$ cat src/bigu_pkg.sv
// bigu_pkg: shared constants and types for the broadcast index generator
// no dependencies; imported by every bigu module and the top level
package bigu_pkg;

    localparam int REG_W     = 13;   // width of one dimension size register
    localparam int REG_DIMS  = 4;    // dimension registers per operand
    localparam int NUM_REGS  = 2 * REG_DIMS;
    localparam int CFG_IDX_W = 3;    // register index width
    localparam int IDX_W     = 48;   // linear index width
    localparam int S_DATA_W  = 8;
    localparam int M_DATA_W  = 3 * IDX_W;

    // lane order inside the pipeline
    localparam int NUM_LANES  = 3;
    localparam int LANE_OUT   = 0;
    localparam int LANE_LEFT  = 1;
    localparam int LANE_RIGHT = 2;

    // register indexes of the first size of each operand
    localparam logic [CFG_IDX_W-1:0] REG_LEFT_DIM0  = 3'd0;
    localparam logic [CFG_IDX_W-1:0] REG_RIGHT_DIM0 = 3'd4;

    typedef struct packed {
        logic last;
        logic shape_error;
    } meta_t;

endpackage

$ cat src/bigu_horner_stage.sv
// bigu_horner_stage: one registered multiply-add step of the linear index, three lanes
// depends on bigu_pkg
module bigu_horner_stage #(
    parameter int MAX_DIMS = 4,
    parameter int DIM_BITS = 12,
    parameter int STEP     = 1
) (
    input  logic                                  clk,
    input  logic                                  rst_n,
    input  logic                                  in_valid,
    output logic                                  in_ready,
    input  logic [bigu_pkg::NUM_LANES-1:0][MAX_DIMS-1:0][DIM_BITS-1:0] in_coord,
    input  logic [bigu_pkg::NUM_LANES-1:0][MAX_DIMS-1:0][DIM_BITS:0] in_size,
    input  logic [bigu_pkg::NUM_LANES-1:0][bigu_pkg::IDX_W-1:0] in_acc,
    input  bigu_pkg::meta_t                       in_meta,
    output logic                                  out_valid,
    input  logic                                  out_ready,
    output logic [bigu_pkg::NUM_LANES-1:0][MAX_DIMS-1:0][DIM_BITS-1:0] out_coord,
    output logic [bigu_pkg::NUM_LANES-1:0][MAX_DIMS-1:0][DIM_BITS:0] out_size,
    output logic [bigu_pkg::NUM_LANES-1:0][bigu_pkg::IDX_W-1:0] out_acc,
    output bigu_pkg::meta_t                       out_meta
);
    import bigu_pkg::*;

    localparam int SW = DIM_BITS + 1;

    logic [NUM_LANES-1:0][IDX_W+SW-1:0]               prod;
    logic [NUM_LANES-1:0][IDX_W-1:0]                  acc_next, acc_reg;
    logic [NUM_LANES-1:0][MAX_DIMS-1:0][DIM_BITS-1:0] coord_reg;
    logic [NUM_LANES-1:0][MAX_DIMS-1:0][SW-1:0]       size_reg;
    meta_t                                            meta_reg;
    logic                                             valid_reg;

    assign in_ready = !valid_reg || out_ready;

    // index = index * size + coord, taken modulo 2^48
    always_comb
    begin
        for (int l = 0; l < NUM_LANES; l++)
        begin
            prod[l]     = in_acc[l] * in_size[l][STEP];
            acc_next[l] = prod[l][IDX_W-1:0] + IDX_W'(in_coord[l][STEP]);
        end
    end

    always_ff @(posedge clk or negedge rst_n)
    begin
        if (!rst_n)
            valid_reg <= 1'b0;
        else if (in_ready)
            valid_reg <= in_valid;
    end

    always_ff @(posedge clk)
    begin
        if (in_valid && in_ready)
        begin
            acc_reg   <= acc_next;
            coord_reg <= in_coord;
            size_reg  <= in_size;
            meta_reg  <= in_meta;
        end
    end

    assign out_valid = valid_reg;
    assign out_coord = coord_reg;
    assign out_size  = size_reg;
    assign out_acc   = acc_reg;
    assign out_meta  = meta_reg;

    a_stall_hold: assert property (@(posedge clk) disable iff (!rst_n)
        valid_reg && !out_ready |=> valid_reg && $stable(acc_reg) && $stable(meta_reg))
        else $error("stalled stage lost or changed its beat");

endmodule

$ cat config.mk
export PLATFORM = sky130hd
export DESIGN_NAME = bigu_horner_stage
export DESIGN_NICKNAME = d
export VERILOG_FILES = /design/src/bigu_pkg.sv /design/src/bigu_horner_stage.sv
export SDC_FILE = /design/constraint.sdc
export NUM_CORES = 2
export LEC_CHECK = 0
export BUFFER_PORTS_ARGS = -buffer_cell sky130_fd_sc_hd__buf_2
export CAP_MARGIN = 10
export CORE_MARGIN = 5
export CORE_UTILIZATION = 50
export DETAILED_ROUTE_END_ITERATION = 8
export GPL_TIMING_DRIVEN = 0
export MAX_ROUTING_LAYER = met4
export PLACE_DENSITY_LB_ADDON = 0.2
export SYNTH_ARGS = -nofsm -noshare
export SYNTH_HDL_FRONTEND = slang
export SYNTH_SLANG_ARGS = --single-unit
export TNS_END_PERCENT = 30
$ cat constraint.sdc
create_clock -name clk -period 19.15 [get_ports clk]
set_clock_uncertainty 0.1 [all_clocks]
set_input_delay 1.915 -clock clk [delete_from_list [all_inputs] [get_ports clk]]
set_output_delay 1.915 -clock clk [all_outputs]
set_load 0.005 [all_outputs]
==> impl_metrics.json <==
{
  "core_area_um2": 124000,
  "htree_levels": 2,
  "firstDrtPassIters": 6,
  "area_growth_pct": 14.2,
  "slowest_delay_ps": 750,
  "yosys_warnings": 0,
  "grt_start_max_net_pins": 71,
  "rows": 129,
  "layout.nets": 9003,
  "synth_edf_count": 446,
  "cts_tree": "yes",
  "layout.cells.most_common_list": "fa_1 (1323), nand2_1 (1022), inv_1 (1001)",
  "slowest_stage": "o21bai_1",
  "crit_path_frequent_cell": "fa_1",
  "synth-compound-area-share_pct": 4.27,
  "ctsResizeCount": 0,
  "status": "complete, no violations",
  "clkSinkCount": 447,
  "syn-num-nets": 8046,
  "drt_iter0_markers": 5306,
  "startpoint_type": "input port",
  "initial_core_util_pct": 50.5,
  "vias": 49116,
  "grt_pass1_vias": 50465,
  "grt_pass1_wl_um": 371000,
  "drv_slew": 0,
  "wirelength_um": 260000,
  "rsz0062_at_grt": "no",
  "setup_tns_ps": 0,
  "slew_headroom_pct": 13.9,
  "finalCriticalPeriod_ps": 10160,
  "cp_data_required_time_ps": 19540,
  "path_clk_slew_ps": 70,
  "fmax_mhz": 98.4,
  "synth_xor_area_share_pct": 2.81,
  "via_per_inst": 5.65,
  "cp.buffers_inverters": 7,
  "cp_max_fo": 10,
  "fillers": 10544,
  "syn_inst": 5940,
  "setup_viol": 0,
  "top_level_ports": 898,
  "finalHoldViolCount": 0,
  "dp_hpwl_um": 217000,
  "clk_path_buf_depth": 3,
  "cts_buffers": 56,
  "tightest_slew_ps": 1280,
  "drive_gt1_share_pct": 14.4,
  "whs_ps": 517,
  "final_cell_area_um2": 71500,
  "period_share_pct": 53.1,
  "cp_top_family": "adder cells",
  "cp.arrival_ps": 10550,
  "async_reset_ff_share_pct": 0.224,
  "ctsHoldBuffers": 0,
  "cts-root-buf": "clkbuf_16",
  "gp_congestion": 1.09,
  "io_buffers": 891,
  "synth_fa_ha_area_share_pct": 48.9,
  "hp-class": "reg -> reg",
  "clk_latency_ps": 710,
  "post_cts_buffers": 0,
  "wl_per_cell_um": 29.9,
  "avgSynthCellArea_um2": 10.5,
  "ys_seq_area_share_pct": 21.4,
  "end_kind": "flop",
  "synthSimpleGateAreaFrac_pct": 14.7,
  "grtUsageTotal_pct": 41.4,
  "synth_top_family_by_area": "adder cells",
  "syn_area_um2": 62600,
  "final_common_cell": "fa_1",
  "path_class": "in -> reg",
  "synth_mux_area_share_pct": 0,
  "grt_overflow": 0,
  "drcViolationCount": 0,
  "ys_ff_latch": 447,
  "antenna_found_initial": 164,
  "ys_types": 61,
  "fp.dieH_um": 364,
  "synth-main-ff-cell": "edfxtp_1",
  "ant_nets": 0,
  "die_area_um2": 132000,
  "die_w_um": 364,
  "cap_violations": 0,
  "postPlaceCellArea_um2": 69300
}
==> metal layers <==
metal / GRT usage [%] / wire length, um / vias to the layer above
li1: - / - / 20140
met1: 50.1 / 93400 / 24960
met2: 59.9 / 116000 / 3222
met3: 14.8 / 30700 / 794
met4: 24.6 / 20000 / 0
met5: - / 0 / -
==> Yosys cell counts, types with 64 or more instances <==
library cell / n / area share (%)
ha_1: 333 / 6.7
inv_1: 1001 / 6.0
clkbuf_1: 312 / 1.9
nor2_1: 68 / 0.41
xnor2_1: 140 / 2.0
o21ai_0: 64 / 0.51
and2_1: 706 / 7.1
fa_1: 1323 / 42
edfxtp_1: 446 / 21
nand2_1: 1022 / 6.1
a21oi_1: 129 / 1.0
a21o_1: 84 / 1.0
==> logic make-up (layout without fill, tap and decap cells) <==
family	Yosys count	after routing
other	0	109
adders and majority gates	1656	1656
DFF	447	447
and+or+nand+nor	1911	1911
xor gates and xnor gates	201	201
buffers and inverters	1314	2315
AOI/OAI and AO/OA	411	411
==> through the flow <==
| stage | instances | worst slack [ps] | utilization, % |
|---|---|---|---|
| 4_1_cts | 8578 | 9360 | 57.4 |
| 2_1_floorplan | 5940 | 6010 | - |
| 3_3_place_gp | 8468 | 857 | 55.7 |
| 3_5_place_dp | 8476 | 8660 | 55.9 |
| 6_report | 8687 | 8990 | 57.6 |
| 5_1_grt | 8648 | 8830 | 57.5 |
==> sequential cells by signal, indices dropped and copies added (netlist names) <==
| name | cells |
|---|---|
| out_meta | 2 |
| out_acc | 144 |
| out_size | 156 |
| out_valid | 1 |
| out_coord | 144 |
==> path summary, 6_finish.rpt <==
path	to	slack, ps	depth (start not counted)	from
hold / removal	out_valid	520	2	out_valid
max in group asynchronous	out_valid	18000	1	rst_n
hold reg to reg	out_valid	520	2	out_valid
min in group asynchronous	out_valid	860	1	rst_n
setup / recovery	out_acc[92]	8990	25	in_size[68]
setup reg to reg	out_size[53]	15880	6	out_valid
==> tightest hold or removal path, stage by stage (launching register included) <==
cell and delay, ps:
dfrtp_1 350, nand2b_1 100, nand2b_1 120
==> area by class of cell <==
type	instances	area [um2]	share of cell area (%)
multi-input combinational	4179	44300	61.9
clock buffer	64	1440	2.02
inverter	1001	3760	5.25
buffer	313	1170	1.64
sequential	447	13400	18.8
clock inverter	38	447	0.625
tap	1637	2050	2.86
antenna	109	273	0.381
timing repair buffer	899	4660	6.51
Power is left out: the tool's default activity adds up to more than one toggle a clock period on the data nets, which glitch-free logic cannot reach.
