===== src/bigu_pkg.sv =====
// bigu_pkg: shared constants and types for the broadcast index generator
// no dependencies; imported by every bigu module and the top level
package bigu_pkg;

    localparam int REG_W     = 13;   // width of one dimension size register
    localparam int REG_DIMS  = 4;    // dimension registers per operand
    localparam int NUM_REGS  = 2 * REG_DIMS;
    localparam int CFG_IDX_W = 3;    // register index width
    localparam int IDX_W     = 48;   // linear index width
    localparam int S_DATA_W  = 8;
    localparam int M_DATA_W  = 3 * IDX_W;

    // lane order inside the pipeline
    localparam int NUM_LANES  = 3;
    localparam int LANE_OUT   = 0;
    localparam int LANE_LEFT  = 1;
    localparam int LANE_RIGHT = 2;

    // register indexes of the first size of each operand
    localparam logic [CFG_IDX_W-1:0] REG_LEFT_DIM0  = 3'd0;
    localparam logic [CFG_IDX_W-1:0] REG_RIGHT_DIM0 = 3'd4;

    typedef struct packed {
        logic last;
        logic shape_error;
    } meta_t;

endpackage


===== src/bigu_cfg_regs.sv =====
// bigu_cfg_regs: dimension size registers, effective per-position sizes and shape check
// depends on bigu_pkg
module bigu_cfg_regs #(
    parameter int MAX_DIMS = 4,
    parameter int DIM_BITS = 12
) (
    input  logic                                  clk,
    input  logic                                  rst_n,
    input  logic                                  cfg_wr_en,
    input  logic [bigu_pkg::CFG_IDX_W-1:0]        cfg_addr,
    input  logic [bigu_pkg::REG_W-1:0]            cfg_wdata,
    output logic [bigu_pkg::NUM_LANES-1:0][MAX_DIMS-1:0][DIM_BITS:0] size,
    output logic                                  shape_error
);
    import bigu_pkg::*;

    localparam int SW = DIM_BITS + 1;
    localparam int CW = (REG_W > SW) ? REG_W : SW;
    localparam logic [CW-1:0] LIM = CW'(1) << DIM_BITS;

    logic [NUM_REGS-1:0][REG_W-1:0] cfg_reg;
    logic [MAX_DIMS-1:0][SW-1:0]    left_size;
    logic [MAX_DIMS-1:0][SW-1:0]    right_size;

    always_ff @(posedge clk or negedge rst_n)
    begin
        if (!rst_n)
        begin
            for (int i = 0; i < NUM_REGS; i++)
            begin
                cfg_reg[i] <= REG_W'(1);
            end
        end
        else if (cfg_wr_en)
        begin
            cfg_reg[cfg_addr] <= cfg_wdata;
        end
    end

    // registers map to the innermost positions; extra outer positions are size one
    for (genvar p = 0; p < MAX_DIMS; p++)
    begin : g_pos
        localparam int R = p + REG_DIMS - MAX_DIMS;
        if (R < 0 || R >= REG_DIMS)
        begin : g_pad
            assign left_size[p]  = SW'(1);
            assign right_size[p] = SW'(1);
        end
        else
        begin : g_reg
            logic [CW-1:0] left_raw;
            logic [CW-1:0] right_raw;
            logic [CW-1:0] left_eff;
            logic [CW-1:0] right_eff;

            assign left_raw  = CW'(cfg_reg[int'(REG_LEFT_DIM0) + R]);
            assign right_raw = CW'(cfg_reg[int'(REG_RIGHT_DIM0) + R]);

            // zero acts as one, oversize clamps to the coordinate range
            always_comb
            begin
                if (left_raw == '0)
                    left_eff = CW'(1);
                else if (left_raw > LIM)
                    left_eff = LIM;
                else
                    left_eff = left_raw;

                if (right_raw == '0)
                    right_eff = CW'(1);
                else if (right_raw > LIM)
                    right_eff = LIM;
                else
                    right_eff = right_raw;
            end

            assign left_size[p]  = left_eff[SW-1:0];
            assign right_size[p] = right_eff[SW-1:0];
        end

        assign size[LANE_LEFT][p]  = left_size[p];
        assign size[LANE_RIGHT][p] = right_size[p];
        assign size[LANE_OUT][p]   = (left_size[p] == SW'(1)) ? right_size[p] : left_size[p];
    end

    always_comb
    begin
        shape_error = 1'b0;
        for (int p = 0; p < MAX_DIMS; p++)
        begin
            if (left_size[p] != SW'(1) && right_size[p] != SW'(1) &&
                left_size[p] != right_size[p])
                shape_error = 1'b1;
        end
    end

endmodule


===== config.mk =====
export PLATFORM = sky130hd
export DESIGN_NAME = bigu_cfg_regs
export DESIGN_NICKNAME = d
export VERILOG_FILES = /design/src/bigu_pkg.sv /design/src/bigu_cfg_regs.sv
export SDC_FILE = /design/constraint.sdc
export NUM_CORES = 1
export LEC_CHECK = 0
export BUFFER_PORTS_ARGS = -buffer_cell sky130_fd_sc_hd__buf_2
export CORE_UTILIZATION = 48
export DETAILED_ROUTE_END_ITERATION = 12
export PLACE_DENSITY = 0.77
export SLEW_MARGIN = 20
export SYNTH_ARGS = -nofsm -noshare
export SYNTH_HDL_FRONTEND = slang
export SYNTH_SLANG_ARGS = --single-unit

===== constraint.sdc =====
create_clock -name clk -period 1.7 [get_ports clk]
set_input_delay 0.085 -clock clk [delete_from_list [all_inputs] [get_ports clk]]
set_output_delay 0.085 -clock clk [all_outputs]
set_load 0.02 [all_outputs]

==> summary.txt <==
Run status
  – Status: finished with violations
  – Failing checks: negative setup slack

Routing
  – Antenna-violating nets left: 0
  – DRT Pass-1 Iters: 5
  – Detailed router's first-iteration violation count: 597
  – Via-to-Cell Ratio: 5.90
  – Routed len/inst: 21.8 µm
  – Vias: 6825
  – Routed WL: 25200 µm
  – DRC viols: 0

Timing
  – Final worst setup slack: -816 ps
  – Tmin final: 2520 ps
  – Max Clk Rate: 397 MHz
  – Setup violations, final: 62
  – Slew @ Worst Pin: 597 ps
  – Final hold slack: 125 ps
  – Final hold vios: 0
  – Ratio of final minimum period to clock period: 1.48
  – Final Skew: 0 ps
  – Slew Limit Headroom: 0.602
  – RSZ-0062 raised after global routing: true
  – Slew Limit Fails: 0

Critical path
  – Arr. time, crit path: 2430 ps
  – Largest delay contributor family on the critical path: compound AO/OA/AOI/OAI gates
  – Crit path max fanout: 5
  – Max incr delay on CP: 440 ps
  – WP data required: 1620 ps
  – Bufs and invs on worst path: 2
  – CP startpoint kind: register
  – Reg2Reg Setup Slack: 360 ps
  – Worst Setup End Kind: primary output
  – Crit-path slowest cell: dfrtp_1
  – Critical-path cell list: buf_4, nor2b_4, o22ai_1, a211oi_2, nand4_1, o31ai_4, o2111ai_2, buf_6
  – Critical path type: register to primary output

Power
  – Net Sw Frac: 0.418
  – Power Density: 1310 nW/µm²
  – Clock network power share: 0.169
  – Comb power frac: 0.554
  – Max IR drop VDD: 0.668 mV
  – Sequential power share: 0.277
  – Leakage power: 5.08 nW
  – Int Pwr: 7.88 mW
  – NetSw: 5.67 mW

Floorplanning
  – Starting density of the core: 0.495
  – Die footprint: 13600 µm²
  – Num rows: 41
  – Die extent in y: 117 µm
  – Chip Width: 117 µm
  – Placeable Area: 12700 µm²
  – I/O pin total: 176

Yosys
  – Avg Synthesized Cell Area: 10.3 µm²
  – Cell variety after synth: 63
  – Fraction of registers with async set/reset: 1.00
  – Primary FF master, synth: dfrtp_1
  – Cell taking the most area after synthesis: dfrtp_1
  – Top cells by area, synth: dfrtp_1 38%, mux2_2 18%, nor2b_1 5.7%
  – Syn nets: 630
  – Yosys top cell area share: 0.381
  – EDFF count, synth: 0
  – Synth Warn #: 0
  – Top-count cell post-synth: mux2_2
  – Post-synthesis sequential area ratio: 0.414
  – Synth top cells by count: 101 x mux2_2, 96 x dfrtp_1, 57 x nor2b_1, 40 x inv_1, 28 x nand2b_1
  – Synth Register Bits: 104
  – Cell Area, Synth: 6300 µm²
  – Post-synthesis cell count: 611

Clocking
  – Clock Pin Slew Worst Setup and Hold Paths: 80 ps
  – Clk Tree Root Cell: clkbuf_16
  – Worst-skew pair later-pin latency: 360 ps
  – # H-tree levels: 3
  – Total clock sinks: 104
  – TritonCTS clock tree: yes
  – Total CTS buffers: 9
  – Clk buf depth: 2

Final layout
  – Fillers: 694
  – Diode count: 0
  – Layout cells sized above 1: 0.634
  – Layout Utilization: 0.811
  – P&R area growth vs syn: 63.7%
  – Final Instance Area: 10300 µm²
  – Nets: 999

GRT
  – Vias in the first global route: 6755
  – Largest net degree at the start of global routing: 41
  – First-pass GRT wire length: 35400 µm
  – GRT Overall Usage: 0.345
  – Global route total overflow: 0
  – Initial antenna violation count: 2

Flow run
  – Max-cap violations: 0

Placed design
  – IO buf count: 175
  – Final GP Congestion: 0.928
  – DP Wirelength: 15500 µm
  – Placed Area: 8780 µm²
  – Place WS: -465 ps

Hold path
  – Min-Delay Path Class: input port to register
-- sequential cells by signal, indices dropped and copies added, names as in the netlist --
signal / flops
g_pos.g_reg.left_raw: 52
g_pos.g_reg.right_raw: 52
-- layout by cell type, fill, tap and decap left out, types with 7 or more instances in the layout --
cell         n
clkbuf_16    9
a21o_1      20
buf_6       95
o21ai_0      7
o22ai_1      9
a41o_1       9
nand2b_1    27
dfrtp_2     12
nor4_4      10
nor2b_1     45
buf_4      184
nor4_2       9
nor3_1       8
dfrtp_1     84
inv_1       38
xor2_1       8
dfstp_2      8
nor2_1      20
buf_2      110
nand2_1     11
nor2b_2      9
mux2_2     101
xnor2_1     23
o21ai_2     11
-- layer usage --
metal  routed length, µm  track usage  vias up
met5                  13            0        -
met4                1220        0.154        2
met3                1950       0.0784      137
met2               12300        0.587      419
met1                9730        0.418     3348
li1                    -            -     2919
-- final cells by class --
class,instances,area [µm²],share of cell area
clock buffers,9,225,0.0218
clock inverters,7,95.1,0.00922
inverters,42,160,0.0155
multi-input cells,431,3950,0.383
flip-flops and latches,104,2630,0.255
well taps,172,215,0.0209
repair buffers,392,3050,0.295
-- power by group through the flow --
| stage | logic [mW] | registers (mW) | clock network [mW] |
|---|---|---|---|
| 2_1_floorplan | 3.40 | 3.57 | 0 |
| 3_3_place_gp | 5.95 | 3.62 | 0 |
| 6_report | 7.50 | 3.75 | 2.29 |
| 4_1_cts | 6.94 | 3.66 | 2.28 |
| 5_1_grt | 7.89 | 3.81 | 2.40 |
| 3_5_place_dp | 6.11 | 3.66 | 0 |
-- cell families after synthesis --
group	synth area share
buffers and inverters	0.0494
AND/OR/NAND/NOR	0.191
multiplexers	0.180
XOR/XNOR	0.0431
AO/OA/AOI/OAI	0.122
flip-flops	0.414
-- worst paths after layout --
| kind | start | endpoint | cells after the start |
|---|---|---|---|
| setup reg to reg | g_pos[2].g_reg.left_raw[12] | g_pos[2].g_reg.left_raw[12] | 4 |
| hold / removal | cfg_wdata[8] | g_pos[2].g_reg.left_raw[8] | 3 |
| hold reg to reg | g_pos[1].g_reg.left_raw[6] | g_pos[1].g_reg.left_raw[6] | 1 |
| setup / recovery | g_pos[2].g_reg.right_raw[12] | shape_error | 8 |
| min in group asynchronous | rst_n | g_pos[1].g_reg.right_raw[12] | 2 |
| max in group asynchronous | rst_n | g_pos[0].g_reg.left_raw[0] | 3 |
-- worst register-to-register path, stage by stage, from the launching register on --
cell and delay, ps:
dfrtp_1 430, buf_4 230, clkinv_1 200, buf_4 190, o21ai_0 200
-- per-stage QoR --
| step | TNS (ps) | cells | power, mW |
|---|---|---|---|
| floorplan | -136 | 611 | 6.97 |
| global placement | -2590 | 1117 | 9.56 |
| detailed placement | -3790 | 1117 | 9.77 |
| CTS | -19900 | 1149 | 12.9 |
| global route | -25830 | 1157 | 14.1 |
| finish | -21480 | 1157 | 13.5 |
-- what timing repair did --
| action | CTS | global route |
|---|---|---|
| hold buffers | 1 | 0 |
| hold endpoints to repair | 31 | 0 |
| pin swaps | 48 | 50 |
| setup buffers | 17 | 18 |
| gates resized for setup | 214 | 64 |
| setup endpoints to repair | 61 | 66 |
(Power assumes the default switching activity.)
