===== src/bigu_pkg.sv =====
// bigu_pkg: shared constants and types for the broadcast index generator
// no dependencies; imported by every bigu module and the top level
package bigu_pkg;

    localparam int REG_W     = 13;   // width of one dimension size register
    localparam int REG_DIMS  = 4;    // dimension registers per operand
    localparam int NUM_REGS  = 2 * REG_DIMS;
    localparam int CFG_IDX_W = 3;    // register index width
    localparam int IDX_W     = 48;   // linear index width
    localparam int S_DATA_W  = 8;
    localparam int M_DATA_W  = 3 * IDX_W;

    // lane order inside the pipeline
    localparam int NUM_LANES  = 3;
    localparam int LANE_OUT   = 0;
    localparam int LANE_LEFT  = 1;
    localparam int LANE_RIGHT = 2;

    // register indexes of the first size of each operand
    localparam logic [CFG_IDX_W-1:0] REG_LEFT_DIM0  = 3'd0;
    localparam logic [CFG_IDX_W-1:0] REG_RIGHT_DIM0 = 3'd4;

    typedef struct packed {
        logic last;
        logic shape_error;
    } meta_t;

endpackage


===== src/bigu_coord_walker.sv =====
// bigu_coord_walker: coordinate state, row-major advance and the first pipeline register
// depends on bigu_pkg; sizes come from bigu_cfg_regs
module bigu_coord_walker #(
    parameter int MAX_DIMS = 4,
    parameter int DIM_BITS = 12
) (
    input  logic                                  clk,
    input  logic                                  rst_n,
    input  logic                                  in_valid,
    output logic                                  in_ready,
    input  logic                                  restart,
    input  logic [bigu_pkg::NUM_LANES-1:0][MAX_DIMS-1:0][DIM_BITS:0] size,
    input  logic                                  shape_error,
    output logic                                  out_valid,
    input  logic                                  out_ready,
    output logic [bigu_pkg::NUM_LANES-1:0][MAX_DIMS-1:0][DIM_BITS-1:0] out_coord,
    output logic [bigu_pkg::NUM_LANES-1:0][MAX_DIMS-1:0][DIM_BITS:0] out_size,
    output logic [bigu_pkg::NUM_LANES-1:0][bigu_pkg::IDX_W-1:0] out_acc,
    output bigu_pkg::meta_t                       out_meta
);
    import bigu_pkg::*;

    localparam int SW = DIM_BITS + 1;

    logic [NUM_LANES-1:0][MAX_DIMS-1:0][DIM_BITS-1:0] coord_reg, coord_next, cur;
    logic [NUM_LANES-1:0][MAX_DIMS-1:0][DIM_BITS-1:0] st_coord_reg;
    logic [NUM_LANES-1:0][MAX_DIMS-1:0][SW-1:0]       st_size_reg;
    logic [NUM_LANES-1:0][IDX_W-1:0]                  st_acc_reg, st_acc_next;
    meta_t                                            st_meta_reg, st_meta_next;
    logic                                             st_valid_reg;
    logic                                             accept;

    assign in_ready = !st_valid_reg || out_ready;
    assign accept   = in_valid && in_ready;

    always_comb
    begin
        logic           carry;
        logic           is_last;
        logic [SW-1:0]  inc;
        logic [SW-1:0]  os_m1;

        cur        = restart ? '0 : coord_reg;
        coord_next = cur;
        carry      = 1'b1;
        is_last    = 1'b1;
        inc        = '0;
        os_m1      = '0;

        for (int p = 0; p < MAX_DIMS; p++)
        begin
            os_m1 = size[LANE_OUT][p] - SW'(1);
            if (cur[LANE_OUT][p] != os_m1[DIM_BITS-1:0])
                is_last = 1'b0;
        end

        // innermost first; a dimension that wraps clears all three coordinates
        for (int p = MAX_DIMS - 1; p >= 0; p--)
        begin
            if (carry)
            begin
                inc = {1'b0, cur[LANE_OUT][p]} + SW'(1);
                if (size[LANE_LEFT][p] != SW'(1))
                    coord_next[LANE_LEFT][p] = cur[LANE_LEFT][p] + DIM_BITS'(1);
                if (size[LANE_RIGHT][p] != SW'(1))
                    coord_next[LANE_RIGHT][p] = cur[LANE_RIGHT][p] + DIM_BITS'(1);
                if (inc < size[LANE_OUT][p])
                begin
                    coord_next[LANE_OUT][p] = inc[DIM_BITS-1:0];
                    carry = 1'b0;
                end
                else
                begin
                    coord_next[LANE_OUT][p]   = '0;
                    coord_next[LANE_LEFT][p]  = '0;
                    coord_next[LANE_RIGHT][p] = '0;
                end
            end
        end

        for (int l = 0; l < NUM_LANES; l++)
        begin
            st_acc_next[l] = IDX_W'(cur[l][0]);
        end
        st_meta_next.last        = is_last;
        st_meta_next.shape_error = shape_error;
    end

    always_ff @(posedge clk or negedge rst_n)
    begin
        if (!rst_n)
        begin
            coord_reg    <= '0;
            st_valid_reg <= 1'b0;
        end
        else
        begin
            if (accept)
                coord_reg <= coord_next;
            if (in_ready)
                st_valid_reg <= in_valid;
        end
    end

    always_ff @(posedge clk)
    begin
        if (accept)
        begin
            st_coord_reg <= cur;
            st_size_reg  <= size;
            st_acc_reg   <= st_acc_next;
            st_meta_reg  <= st_meta_next;
        end
    end

    assign out_valid = st_valid_reg;
    assign out_coord = st_coord_reg;
    assign out_size  = st_size_reg;
    assign out_acc   = st_acc_reg;
    assign out_meta  = st_meta_reg;

    a_restart_zero: assert property (@(posedge clk) disable iff (!rst_n)
        accept && restart |=> st_coord_reg == '0 && st_acc_reg == '0)
        else $error("restart beat did not start from the first element");

    a_coord_hold: assert property (@(posedge clk) disable iff (!rst_n)
        !accept |=> $stable(coord_reg))
        else $error("coordinates moved without an accepted beat");

endmodule


===== config.mk =====
export PLATFORM = sky130hd
export DESIGN_NAME = bigu_coord_walker
export DESIGN_NICKNAME = d
export VERILOG_FILES = /design/src/bigu_pkg.sv /design/src/bigu_coord_walker.sv
export SDC_FILE = /design/constraint.sdc
export NUM_CORES = 1
export LEC_CHECK = 0
export BUFFER_PORTS_ARGS = -buffer_cell sky130_fd_sc_hd__buf_2
export CAP_MARGIN = 20
export CORE_AREA = 2 2 241 243
export CTS_BUF_LIST = sky130_fd_sc_hd__clkbuf_4 sky130_fd_sc_hd__clkbuf_8 sky130_fd_sc_hd__clkbuf_16
export CTS_CLUSTER_SIZE = 20
export DETAILED_ROUTE_END_ITERATION = 7
export DIE_AREA = 0 0 243 245
export GPL_ROUTABILITY_DRIVEN = 1
export PLACE_DENSITY = 0.73
export SLEW_MARGIN = 15
export SYNTH_ARGS = -nofsm -noshare
export SYNTH_HDL_FRONTEND = slang
export SYNTH_SLANG_ARGS = --single-unit
export TNS_END_PERCENT = 100

===== constraint.sdc =====
create_clock -name clk -period 30.7 [get_ports clk]
set_clock_uncertainty 0.15 [all_clocks]
set_input_delay 7.675 -clock clk [delete_from_list [all_inputs] [get_ports clk]]
set_output_delay 7.675 -clock clk [all_outputs]
set_load 0.005 [all_outputs]

==> flow_metrics.tcl <==
set metrics [dict create \
    cp_max_fo 3 \
    wl_met2_um 31300 \
    dr.pass1.iters 5 \
    ys_ff_latch 447 \
    tns_ns 0 \
    numCtsBuffers 50 \
    root_buffer "clkbuf_16" \
    routed.top_layer "met4" \
    max_freq_mhz 62.7 \
    clk_latency_ns 0.60 \
    powerDensity_mw_per_mm2 54.8 \
    port_buffers 501 \
    status "complete, no violations" \
    start_util_pct 39.4 \
    power_frac_clock_pct 45.6 \
    grt_pass1_wl_um 94000 \
    die_area_mm2 0.0595 \
    cts_sinks 447 \
    drt-total-wl_um 62100 \
    crit_required_ns 22.88 \
    tightestPinTransition_ns 1.11 \
    ant_nets 0 \
    p_switching_mw 0.345 \
    power_mw 1.48 \
    synthCells 1995 \
    nets 2686 \
    seq_area_frac_synth_pct 56.5 \
    crit_type "primary input to output port" \
    relSlewSlack_pct 25.6 \
    syn_to_final_growth_pct 20.0 \
    rsz0062_at_grt "false" \
    syn_area_mm2 0.0225 \
    synth_edf_count 302 \
    synthMuxAreaShare_pct 0.273 \
    grt_use_total_pct 20.1 \
    finalCritPeriodShare_pct 52.0 \
    seq_area_mm2 0.0127 \
    worst_slack_ns 14.75 \
    syn_avg_cell_area_um2 11.3 \
    grt_pass1_vias 16653 \
    hold_viol 0 \
    grt-ovfl-total 0 \
    htreeDepth 2 \
    pin_count 610 \
    hpwl_um 44100 \
    synth_xor_area_share_pct 4.33 \
    switching_share_pct 23.3 \
    coreArea_mm2 0.0570 \
    gp_congestion 0.964 \
    vdd_drop_max_mv 0.0463 \
    route.detailed.wl_per_inst_um 19.0 \
    drt_iter0_drc 1159 \
    hold_ws_ns 0.314 \
    hold_buffers 0 \
    clk_pin_slew_worst_paths_ns 0.06 \
    wl_met1_um 25000 \
    met3_length_um 4210 \
    cp.arrival_ns 8.13 \
    ys_types 76 \
    post_cts_resized 0 \
    synth_compound_area_share_pct 10.6 \
    final_cell_area_mm2 0.0270 \
    rows 88 \
    grt_max_degree 134 \
    synth-main-ff-cell "edfxtp_1" \
    p_int_mw 1.13 \
    post-place-ws_ns 14.74 \
    drive_above_1_share_pct 26.1 \
    ys_warn_count 0 \
    vias 17143 \
    synth_top_family_by_area "simple AND/OR/NAND/NOR gates" \
    finalCriticalPeriod_ns 15.95 \
    synth-async-reset-ratio_pct 32.4 \
    antenna_found_initial 1 \
    multi_input_area_mm2 0.00850 \
    drv_slew 0 \
    sequentialPowerShare_pct 46.5 \
    largest_reg_flops 156 \
    n_fill_cell 5155 \
    comb_power_share_pct 8.0 \
    finalSetupViolCount 0 \
    cts_buffer_depth 3 \
    place_area_mm2 0.0251 \
    die_w_um 243 \
    synthAdderAreaFrac_pct 3.79 \
    cts_setup_buffers 0 \
    viasPerCell 5.25 \
    p_leak_nw 11.6 \
    cts_tree "built" \
    end_kind "output port" \
    cap_violations 0 \
    synthSimpleGateAreaFrac_pct 16.9 \
    hp-class "flip-flop to flip-flop" \
    worst_setup_path_start_kind "primary input" \
    drc_errors 0 \
    die_h_um 245 \
]
## power groups by stage
| stage | Clock [mW] | Combinational [mW] | Sequential [mW] |
|---|---|---|---|
| 4_1_cts | 0.687 | 0.118 | 0.687 |
| 2_1_floorplan | 0 | 0.0652 | 0.708 |
| 6_report | 0.674 | 0.118 | 0.687 |
| 5_1_grt | 0.710 | 0.130 | 0.690 |
| 3_5_place_dp | 0 | 0.117 | 0.699 |
| 3_3_place_gp | 0 | 0.114 | 0.698 |
## final timing paths
path | cells past startpoint | from | end | slack [ns]
worst max-delay path | 3 | out_ready | in_ready | 14.75
worst min-delay path | 1 | coord_reg[125]$_DFFE_PN0P_ | coord_reg[125]$_DFFE_PN0P_ | 0.31
worst max register to register | 17 | coord_reg[26]$_DFFE_PN0P_ | coord_reg[13]$_DFFE_PN0P_ | 25.03
worst min register to register | 1 | coord_reg[125]$_DFFE_PN0P_ | coord_reg[125]$_DFFE_PN0P_ | 0.31
max in group asynchronous | 3 | rst_n | coord_reg[66]$_DFFE_PN0P_ | 22.19
min in group asynchronous | 1 | rst_n | coord_reg[5]$_DFFE_PN0P_ | 6.99
## cells in the final DEF (no fill, tap or decap), types with 63 or more instances in the layout
master    instances
nand3_1          75
conb_1          108
buf_2           499
nor2_1           80
o21ai_0         142
ha_1             68
nor2b_1         139
inv_1            63
nand2_1         169
dfrtp_1         145
a21oi_1          70
edfxtp_1        302
xnor2_1          81
## synth_stat cells, drive strengths merged (65+ instances only)
| library cell | n | share of area, % |
|---|---|---|
| ha | 68 | 3.8 |
| nand3 | 77 | 1.8 |
| nand2 | 171 | 2.9 |
| a21oi | 72 | 1.6 |
| edfxtp | 302 | 40 |
| o21ai | 161 | 3.6 |
| inv | 65 | 1.1 |
| buf | 188 | 5.9 |
| nor2 | 86 | 1.6 |
| dfrtp | 145 | 16 |
| nor2b | 143 | 4.0 |
| xnor2 | 81 | 3.2 |
## routing by layer
layer | vias to the layer above | track usage, %
met3 | 106 | 3.84
met2 | 737 | 35.2
met1 | 8379 | 24.9
li1 | 7921 | -
met4 | 0 | 6.44
met5 | - | 0
## layout make-up
class / count / share of cell area (%)
timing repair buffer: 520 / 10.0
tap: 765 / 3.55
inverter: 65 / 0.932
multi-input combinational: 1372 / 31.5
antenna: 1 / 0.00928
sequential: 447 / 47.1
clock buffer: 61 / 5.01
clock inverter: 33 / 1.88
## worst max-delay path, cell delays in order
cell	delay (ns)
buf_2	0.10
nand2b_1	0.20
buf_2	0.16
## cell families after synthesis
| group | after synthesis |
|---|---|
| multiplexers | 6 |
| buffers and inverters | 283 |
| AO/OA/AOI/OAI | 378 |
| flip-flops | 447 |
| AND/OR/NAND/NOR | 701 |
| XOR/XNOR | 111 |
| other | 1 |
| adder cells (fa/ha/maj) | 68 |
## metrics by stage
step	std cells	util (%)
after floorplan	2102	-
after global placement	3167	43.9
after detailed placement	3167	43.9
after CTS	3261	47.2
after global routing	3263	47.3
final	3264	47.3
Note: power is estimated with default switching activity, not from simulation.
